===== config.mk =====
export PLATFORM = sky130hd
export DESIGN_NAME = id_table_with_backup
export DESIGN_NICKNAME = d
export VERILOG_FILES = /design/src/hw/rtl/idtb_pkg.sv /design/src/hw/rtl/idtb_ram.sv /design/src/hw/rtl/idtb_ctrl.sv /design/src/hw/rtl/id_table_with_backup.sv
export SDC_FILE = /design/constraint.sdc
export NUM_CORES = 2
export LEC_CHECK = 0
export ABC_AREA = 1
export BUFFER_PORTS_ARGS = -buffer_cell sky130_fd_sc_hd__buf_2
export CORE_MARGIN = 5
export CORE_UTILIZATION = 63
export DETAILED_ROUTE_END_ITERATION = 6
export PLACE_DENSITY_LB_ADDON = 0.25
export SLEW_MARGIN = 20
export SYNTH_ARGS = -nofsm -noshare
export SYNTH_HDL_FRONTEND = slang
export SYNTH_SLANG_ARGS = --single-unit

===== constraint.sdc =====
create_clock -name clock -period 5.65 [get_ports clock]
set_input_delay 1.13 -clock clock [delete_from_list [all_inputs] [get_ports clock]]
set_output_delay 1.13 -clock clock [all_outputs]
set_load 0.01 [all_outputs]

===== src/hw/rtl/idtb_pkg.sv =====
// idtb_pkg: shared types and codes for the id table with backup
// used by idtb_ctrl and id_table_with_backup; depends on nothing else
package idtb_pkg;

   // command codes
   localparam logic [2:0] CMD_INSERT  = 3'd0;
   localparam logic [2:0] CMD_SEARCH  = 3'd1;
   localparam logic [2:0] CMD_REPLACE = 3'd2;
   localparam logic [2:0] CMD_DELETE  = 3'd3;
   localparam logic [2:0] CMD_BACKUP  = 3'd4;
   localparam logic [2:0] CMD_COMPARE = 3'd5;

   // status codes
   localparam logic [1:0] ST_OK        = 2'd0;
   localparam logic [1:0] ST_FULL      = 2'd1;
   localparam logic [1:0] ST_NOT_FOUND = 2'd2;
   localparam logic [1:0] ST_DIFFER    = 2'd3;

   localparam int unsigned ID_W = 32;

   typedef struct packed {
      logic [ID_W-1:0] new_id;
      logic [ID_W-1:0] id_value;
      logic [2:0]      command;
   } req_type;

   typedef struct packed {
      logic [5:0] live_count;
      logic [4:0] found_index;
      logic [1:0] status;
   } result_type;

endpackage


===== src/hw/rtl/idtb_ram.sv =====
// idtb_ram: simple dual-port table memory, one write and one read port
// read data registered; depends on nothing else
module idtb_ram #(
   parameter int unsigned DEPTH = 32,
   parameter int unsigned AW    = 5,
   parameter int unsigned DW    = 32
) (
   input  logic          clock,
   input  logic          wr_en,
   input  logic [AW-1:0] wr_addr,
   input  logic [DW-1:0] wr_data,
   input  logic [AW-1:0] rd_addr,
   output logic [DW-1:0] rd_data
);

   logic [DW-1:0] mem_ff [DEPTH];
   logic [DW-1:0] rd_data_ff;

   always_ff @(posedge clock) begin
      if (wr_en) begin
         mem_ff[wr_addr] <= wr_data;
      end
   end

   always_ff @(posedge clock) begin
      rd_data_ff <= mem_ff[rd_addr];
   end

   assign rd_data = rd_data_ff;

endmodule


===== src/hw/rtl/idtb_ctrl.sv =====
// idtb_ctrl: command sequencer with the shared equality compare unit
// holds the live and backup tables (idtb_ram) and counts; uses idtb_pkg
module idtb_ctrl #(
   parameter int unsigned DEPTH = 32
) (
   input  logic                clock,
   input  logic                reset,
   input  logic                start,
   input  idtb_pkg::req_type   req,
   output logic                idle,
   output logic                res_valid,
   input  logic                res_take,
   output idtb_pkg::result_type res
);

   localparam int unsigned AW = (DEPTH > 1) ? $clog2(DEPTH) : 1;
   localparam int unsigned CW = $clog2(DEPTH + 1);

   typedef enum logic [5:0] {
      S_IDLE  = 6'b000001,
      S_SCAN  = 6'b000010,
      S_SHIFT = 6'b000100,
      S_COPY  = 6'b001000,
      S_CMP   = 6'b010000,
      S_DONE  = 6'b100000
   } state_type;

   state_type state_ff, state_in;
   logic [2:0]              cmd_ff, cmd_in;
   logic [idtb_pkg::ID_W-1:0] key_ff, key_in, repl_ff, repl_in;
   logic [CW-1:0]           count_ff, count_in, bcount_ff, bcount_in;
   logic [CW-1:0]           ptr_ff, ptr_in;
   logic                    chk_vld_ff, chk_vld_in;
   logic [AW-1:0]           chk_idx_ff, chk_idx_in;
   logic [1:0]              status_ff, status_in;
   logic [AW-1:0]           index_ff, index_in;

   logic                      m_we, b_we;
   logic [AW-1:0]             m_waddr, b_waddr, rd_addr;
   logic [idtb_pkg::ID_W-1:0] m_wdata, b_wdata, m_rdata, b_rdata;
   logic [idtb_pkg::ID_W-1:0] cmp_b;
   logic                      cmp_eq;
   logic                      ptr_lt;

   idtb_ram #(.DEPTH(DEPTH), .AW(AW), .DW(idtb_pkg::ID_W)) u_live (
      .clock   (clock),
      .wr_en   (m_we),
      .wr_addr (m_waddr),
      .wr_data (m_wdata),
      .rd_addr (rd_addr),
      .rd_data (m_rdata)
   );

   idtb_ram #(.DEPTH(DEPTH), .AW(AW), .DW(idtb_pkg::ID_W)) u_backup (
      .clock   (clock),
      .wr_en   (b_we),
      .wr_addr (b_waddr),
      .wr_data (b_wdata),
      .rd_addr (rd_addr),
      .rd_data (b_rdata)
   );

   // shared compare unit: key for scans, backup entry for compare
   assign cmp_b   = (state_ff == S_CMP) ? b_rdata : key_ff;
   assign cmp_eq  = (m_rdata == cmp_b);
   assign ptr_lt  = (ptr_ff < count_ff);
   assign rd_addr = ptr_ff[AW-1:0];

   always_comb begin
      state_in   = state_ff;
      cmd_in     = cmd_ff;
      key_in     = key_ff;
      repl_in    = repl_ff;
      count_in   = count_ff;
      bcount_in  = bcount_ff;
      ptr_in     = ptr_ff;
      chk_vld_in = 1'b0;
      chk_idx_in = ptr_ff[AW-1:0];
      status_in  = status_ff;
      index_in   = index_ff;
      m_we       = 1'b0;
      m_waddr    = chk_idx_ff;
      m_wdata    = m_rdata;
      b_we       = 1'b0;
      b_waddr    = chk_idx_ff;
      b_wdata    = m_rdata;
      res_valid  = 1'b0;

      // walk states read one entry a cycle and check it the next
      if ((state_ff == S_SCAN) || (state_ff == S_SHIFT) ||
          (state_ff == S_COPY) || (state_ff == S_CMP)) begin
         if (ptr_lt) begin
            ptr_in     = ptr_ff + CW'(1);
            chk_vld_in = 1'b1;
         end
      end

      unique case (state_ff)
         S_IDLE: begin
            if (start) begin
               cmd_in    = req.command;
               key_in    = req.id_value;
               repl_in   = req.new_id;
               status_in = idtb_pkg::ST_OK;
               index_in  = '0;
               ptr_in    = '0;
               state_in  = S_DONE;
               unique case (req.command)
                  idtb_pkg::CMD_INSERT: begin
                     if (count_ff == CW'(DEPTH)) begin
                        status_in = idtb_pkg::ST_FULL;
                     end else begin
                        m_we     = 1'b1;
                        m_waddr  = count_ff[AW-1:0];
                        m_wdata  = req.id_value;
                        count_in = count_ff + CW'(1);
                     end
                  end
                  idtb_pkg::CMD_SEARCH, idtb_pkg::CMD_REPLACE,
                  idtb_pkg::CMD_DELETE: begin
                     if (count_ff == '0) begin
                        status_in = idtb_pkg::ST_NOT_FOUND;
                     end else begin
                        state_in = S_SCAN;
                     end
                  end
                  idtb_pkg::CMD_BACKUP: begin
                     bcount_in = count_ff;
                     if (count_ff != '0) begin
                        state_in = S_COPY;
                     end
                  end
                  idtb_pkg::CMD_COMPARE: begin
                     if (count_ff != bcount_ff) begin
                        status_in = idtb_pkg::ST_DIFFER;
                     end else if (count_ff != '0) begin
                        state_in = S_CMP;
                     end
                  end
                  default: begin
                     state_in = S_DONE;
                  end
               endcase
            end
         end
         S_SCAN: begin
            if (chk_vld_ff && cmp_eq) begin
               index_in   = chk_idx_ff;
               chk_vld_in = 1'b0;
               if (cmd_ff == idtb_pkg::CMD_REPLACE) begin
                  m_we     = 1'b1;
                  m_wdata  = repl_ff;
                  state_in = S_DONE;
               end else if (cmd_ff == idtb_pkg::CMD_DELETE) begin
                  ptr_in   = CW'(chk_idx_ff) + CW'(1);
                  state_in = S_SHIFT;
               end else begin
                  state_in = S_DONE;
               end
            end else if (!ptr_lt) begin
               status_in = idtb_pkg::ST_NOT_FOUND;
               state_in  = S_DONE;
            end
         end
         S_SHIFT: begin
            if (chk_vld_ff) begin
               m_we    = 1'b1;
               m_waddr = chk_idx_ff - AW'(1);
            end
            if (!ptr_lt) begin
               count_in = count_ff - CW'(1);
               state_in = S_DONE;
            end
         end
         S_COPY: begin
            if (chk_vld_ff) begin
               b_we = 1'b1;
            end
            if (!ptr_lt) begin
               state_in = S_DONE;
            end
         end
         S_CMP: begin
            if (chk_vld_ff && !cmp_eq) begin
               status_in  = idtb_pkg::ST_DIFFER;
               chk_vld_in = 1'b0;
               state_in   = S_DONE;
            end else if (!ptr_lt) begin
               state_in = S_DONE;
            end
         end
         S_DONE: begin
            res_valid = 1'b1;
            if (res_take) begin
               state_in = S_IDLE;
            end
         end
         default: begin
            state_in = S_IDLE;
         end
      endcase
   end

   always_ff @(posedge clock) begin
      if (reset) begin
         state_ff   <= S_IDLE;
         count_ff   <= '0;
         bcount_ff  <= '0;
         chk_vld_ff <= 1'b0;
      end else begin
         state_ff   <= state_in;
         count_ff   <= count_in;
         bcount_ff  <= bcount_in;
         chk_vld_ff <= chk_vld_in;
      end
   end

   always_ff @(posedge clock) begin
      cmd_ff     <= cmd_in;
      key_ff     <= key_in;
      repl_ff    <= repl_in;
      ptr_ff     <= ptr_in;
      chk_idx_ff <= chk_idx_in;
      status_ff  <= status_in;
      index_ff   <= index_in;
   end

   assign idle            = (state_ff == S_IDLE);
   assign res.status      = status_ff;
   assign res.found_index = 5'(index_ff);
   assign res.live_count  = 6'(count_ff);

   a_count_bound: assert property (@(posedge clock) disable iff (reset)
      (count_ff <= CW'(DEPTH)) && (bcount_ff <= CW'(DEPTH)))
      else $error("entry count beyond depth");

   a_live_write_in_range: assert property (@(posedge clock) disable iff (reset)
      m_we |-> (CW'(m_waddr) <= count_ff))
      else $error("table write beyond live entries");

   a_count_moves_on_insert_or_delete: assert property (@(posedge clock)
      disable iff (reset)
      !$stable(count_ff) |-> ($past(state_ff) == S_IDLE || $past(state_ff) == S_SHIFT))
      else $error("count changed outside insert or delete");

   a_backup_write_in_copy: assert property (@(posedge clock) disable iff (reset)
      b_we |-> (state_ff == S_COPY) && (CW'(b_waddr) < count_ff))
      else $error("backup written outside copy");

endmodule


===== src/hw/rtl/id_table_with_backup.sv =====
// id_table_with_backup: top level, stream ports and result register
// uses idtb_pkg and idtb_ctrl (which holds two idtb_ram tables)
//
// An unsorted table of up to DEPTH unsigned 32-bit IDs with a backup copy;
// each item on req carries one command and gives exactly one item on rsp.
// Commands are handled one at a time: insert, unknown commands and any
// command that needs no walk finish without walking the table; search,
// replace, backup and compare walk it, and delete walks it too (the scan
// stops at the match and the shift carries on from there, so the two
// together make one pass). A walk goes through the live entries by the
// single read port of each table memory, one entry per cycle through one
// shared equality comparator. A finished result sits in the output
// register, so the next item is taken while it waits on rsp. No item is
// taken in reset.
module id_table_with_backup #(
   parameter int unsigned DEPTH = 32
) (
   input  logic        clock,
   input  logic        reset,
   input  logic        req_tvalid,
   output logic        req_tready,
   input  logic [71:0] req_tdata,   // command[2:0], id_value[34:3], new_id[66:35], zero
   output logic        rsp_tvalid,
   input  logic        rsp_tready,
   output logic [15:0] rsp_tdata    // status[1:0], found_index[6:2], live_count[12:7], zero
);

   logic                 start, idle, res_valid, res_take;
   idtb_pkg::req_type    req;
   idtb_pkg::result_type res;
   idtb_pkg::result_type rsp_data_ff, rsp_data_in;
   logic                 rsp_valid_ff, rsp_valid_in;

   assign req        = req_tdata[66:0];
   assign req_tready = idle && !reset;
   assign start      = req_tvalid && req_tready;

   idtb_ctrl #(.DEPTH(DEPTH)) u_ctrl (
      .clock     (clock),
      .reset     (reset),
      .start     (start),
      .req       (req),
      .idle      (idle),
      .res_valid (res_valid),
      .res_take  (res_take),
      .res       (res)
   );

   assign res_take = res_valid && (!rsp_valid_ff || rsp_tready);

   always_comb begin
      rsp_valid_in = rsp_valid_ff;
      rsp_data_in  = rsp_data_ff;
      if (res_take) begin
         rsp_valid_in = 1'b1;
         rsp_data_in  = res;
      end else if (rsp_tready) begin
         rsp_valid_in = 1'b0;
      end
   end

   always_ff @(posedge clock) begin
      if (reset) begin
         rsp_valid_ff <= 1'b0;
      end else begin
         rsp_valid_ff <= rsp_valid_in;
      end
   end

   always_ff @(posedge clock) begin
      rsp_data_ff <= rsp_data_in;
   end

   assign rsp_tvalid = rsp_valid_ff;
   assign rsp_tdata  = {3'b000, rsp_data_ff};

endmodule

==> impl_metrics.tcl <==
set metrics [dict create \
    outcome "finished with violations" \
    violations "design-rule violations" \
    vias 58182 \
    grt_max_degree 195 \
    drive_above_1_share 0.0949 \
    via_per_inst 6.72 \
    timing.rr.end "u_ctrl.u_live.mem_ff[29][15]" \
    io_buffers 85 \
    worst-path-stages 17 \
    p_per_area_nw_per_um2 372 \
    dieHeight_um 382 \
    yosys.area_share.xor_xnor 0.00110 \
    wl_mm 239 \
    numCtsBuffers 209 \
    yosys-top-cells-area "edfxtp_1, o21ai_0, nor2_1" \
    hold_viol 0 \
    grt_pass1_vias 54475 \
    crit_start "u_ctrl.state_ff[4]" \
    synthFlopType "edfxtp_1" \
    row_count 136 \
    synth.avg_cell_area_um2 13.1 \
    path_common_cell "nand2_1" \
    vdd_drop_max_mv 0.319 \
    die_area_um2 146000 \
    rr_worst_depth 17 \
    slowest_stage "nor2_4" \
    synth_mux_area_frac 0 \
    clockBufferDepth 3 \
    synth_fa_ha_area_frac 0.00238 \
    required_ns 6.19 \
    power.total_mw 36.1 \
    cp-end-kind "flip-flop" \
    synth-edff-count 2135 \
    yosysTopAreaCellShare 0.734 \
    firstDrtPassIters 7 \
    grt_pass1_wl_mm 349 \
    htree_levels 4 \
    drt-initial-drc-count 8473 \
    slew_violations 0 \
    postCtsSetupBuffers 0 \
    worstSetupPathType "flip-flop to flip-flop" \
    p_leak_nw 32.3 \
    postCtsResizedCells 0 \
    drc 1 \
    worst_pin_slew_ns 1.25 \
    cp-endpoint "u_ctrl.u_live.mem_ff[29][15]" \
    max_freq_ghz 0.205 \
    setup_viol 0 \
    insertedDiodeCount 0 \
    clkLatencyLatePin_ns 0.85 \
    min_period_ns 4.88 \
    synth_top_cell_by_area "edfxtp_1" \
    rsz0062_at_grt "no" \
    antenna_left 0 \
    ys_types 46 \
    wire_per_inst_um 27.5 \
    gp_congestion 0.891 \
    netlist_instances 6678 \
    fin_crit_sh 0.863 \
    ioPinCount 94 \
    clkSinkCount 2230 \
    grt_usage 0.321 \
    critPathTopFamily "simple AND/OR/NAND/NOR gates" \
    critPathBufInv 3 \
    yosysMostFrequentCell "edfxtp_1" \
    hpwl_mm 132 \
    clkTransAtPathRegs_ns 0.06 \
    area_growth_pct 11.4 \
    initial_core_util 0.634 \
    cts_tree "done" \
    crit_path_max_incr_delay_ns 0.80 \
    yosys_warnings 0 \
    hp-start "u_ctrl.index_ff[3]" \
    synthSimpleGateAreaFrac 0.0853 \
    gr-total-overflow 0 \
    synth_commonest_cells "edfxtp_1, nor2_1, o21ai_0" \
    fin_nets 6775 \
    die_x_um 382 \
    cts_root_buffer "clkbuf_16" \
    fin_tns_setup_ns 0 \
    cp_max_fo 22 \
    holdBufCountCts 0 \
    hold_path.class "flip-flop to flip-flop" \
    whs_ns 0.420 \
    antenna_found_initial 4 \
    path_cells "inv_2 > nor2_4 > nand3_2 > inv_2 > nand2_1 > nand2_1 > nand2_1 > nand2_1 > nand2_1 > nor2_1 > nand2_1 > nor2_2 > nand4_1 > o21ai_2 > nand3_2 > nor2_4 > buf_16" \
    skew_ns 0.0351 \
    synthesis.area_um2 87300 \
    synth_top_family_by_area "compound AO/OA/AOI/OAI gates" \
    core_um2 138000 \
    arrival_ns 5.41 \
    slew_headroom 0.165 \
    regToRegStartpoint "u_ctrl.state_ff[4]" \
    r2r_slack_ns 0.77 \
    cap_violations 0 \
    synth-seq-cells 2230 \
    startpoint_type "flip-flop" \
    synth-seq-area-share 0.756 \
    synth_compound_area_frac 0.127 \
    synthArstFlopShare 0 \
]
==> flip-flops by register name (all words and copies together) (netlist names) <==
| signal | count |
|---|---|
| u_ctrl.state_ff | 6 |
| u_ctrl.repl_ff | 32 |
| u_ctrl.chk_vld_ff | 1 |
| u_ctrl.count_ff | 6 |
| rsp_tdata | 13 |
| u_ctrl.cmd_ff | 3 |
| u_ctrl.key_ff | 32 |
| rsp_tvalid | 1 |
| u_ctrl.u_backup.rd_data | 32 |
| u_ctrl.index_ff | 5 |
| u_ctrl.ptr_ff | 6 |
| u_ctrl.u_backup.mem_ff | 1024 |
| u_ctrl.b_waddr | 5 |
| u_ctrl.bcount_ff | 6 |
| u_ctrl.status_ff | 2 |
| u_ctrl.u_live.mem_ff | 1024 |
| u_ctrl.u_live.rd_data | 32 |
==> worst reg2reg max path, stage by stage, from the launching register on <==
cell and delay, ns:
dfxtp_1 0.38, inv_2 0.06, nor2_4 0.08, nand3_2 0.45
inv_2 0.64, nand2_1 0.14, nand2_1 0.09, nand2_1 0.05
nand2_1 0.11, nand2_1 0.10, nor2_1 0.11, nand2_1 0.13
nor2_2 0.23, nand4_1 0.16, o21ai_2 0.31, nand3_2 0.46
nor2_4 0.80, buf_16 0.24
==> kinds of logic after synthesis <==
group,after synthesis
AO/OA/AOI/OAI,1914
XOR/XNOR,11
adder cells (fa/ha/maj),16
buffers and inverters,638
flip-flops,2230
other,1
AND/OR/NAND/NOR,1868
==> cell usage in the layout, fill, tap and decap left out, types with 47 or more instances in the layout <==
cell type and instances:
nand4_1 52, nor2_1 1140, o22ai_1 345, nand2_1 416
edfxtp_1 2135, nor2_4 69, nand3_1 155, inv_1 165
a21oi_1 94, clkinv_1 47, dfxtp_1 89, clkbuf_16 210
o221ai_1 170, buf_4 127, o21ai_0 1116, clkbuf_1 59
buf_2 85
==> power breakdown <==
group	internal (mW)	total [mW]	switching, mW
Sequential	19.3	19.5	0.180
Combinational	0.568	2.98	2.42
Clock	7.60	13.7	6.06
Total	27.5	36.1	8.65
==> how the worst min path moves through the flow <==
stage | cells past startpoint | slack, ns | to
final | 0 | 0.42 | rsp_tdata[5]
after global routing | 1 | 0.42 | u_ctrl.repl_ff[11]
after CTS | 1 | 0.39 | u_ctrl.repl_ff[27]
after detailed placement | 0 | 0.41 | rsp_tdata[1]
after global placement | 0 | 0.41 | rsp_tdata[3]
after floorplan | 0 | 0.35 | u_ctrl.b_waddr[0]
==> layout make-up <==
cell class | instances | area [µm²]
well taps | 1794 | 2240
fillers | 8761 | 40400
flip-flops and latches | 2230 | 66000
multi-input cells | 3812 | 19300
repair buffers | 255 | 2270
clock buffers | 282 | 5660
inverters | 175 | 691
clock inverters | 114 | 1000
==> metrics by stage <==
step	setup WS (ns)	std cells	instance area, µm²	util
2_1_floorplan	1.25	6680	87300	-
3_3_place_gp	0.891	8258	90400	0.656
3_5_place_dp	0.803	8263	90500	0.657
4_1_cts	0.755	8659	97100	0.706
5_1_grt	0.546	8662	97200	0.706
6_report	0.775	8662	97200	0.706
==> per-layer routing <==
metal  vias to the layer above  GRT usage  part of all wire
met5                         -          0          0.000096
met4                         4      0.159             0.055
met3                       657     0.0636              0.12
met2                      4136      0.485              0.45
met1                     28420      0.453              0.37
li1                      24965          -                 -
Power figures use the tool's default switching activity.
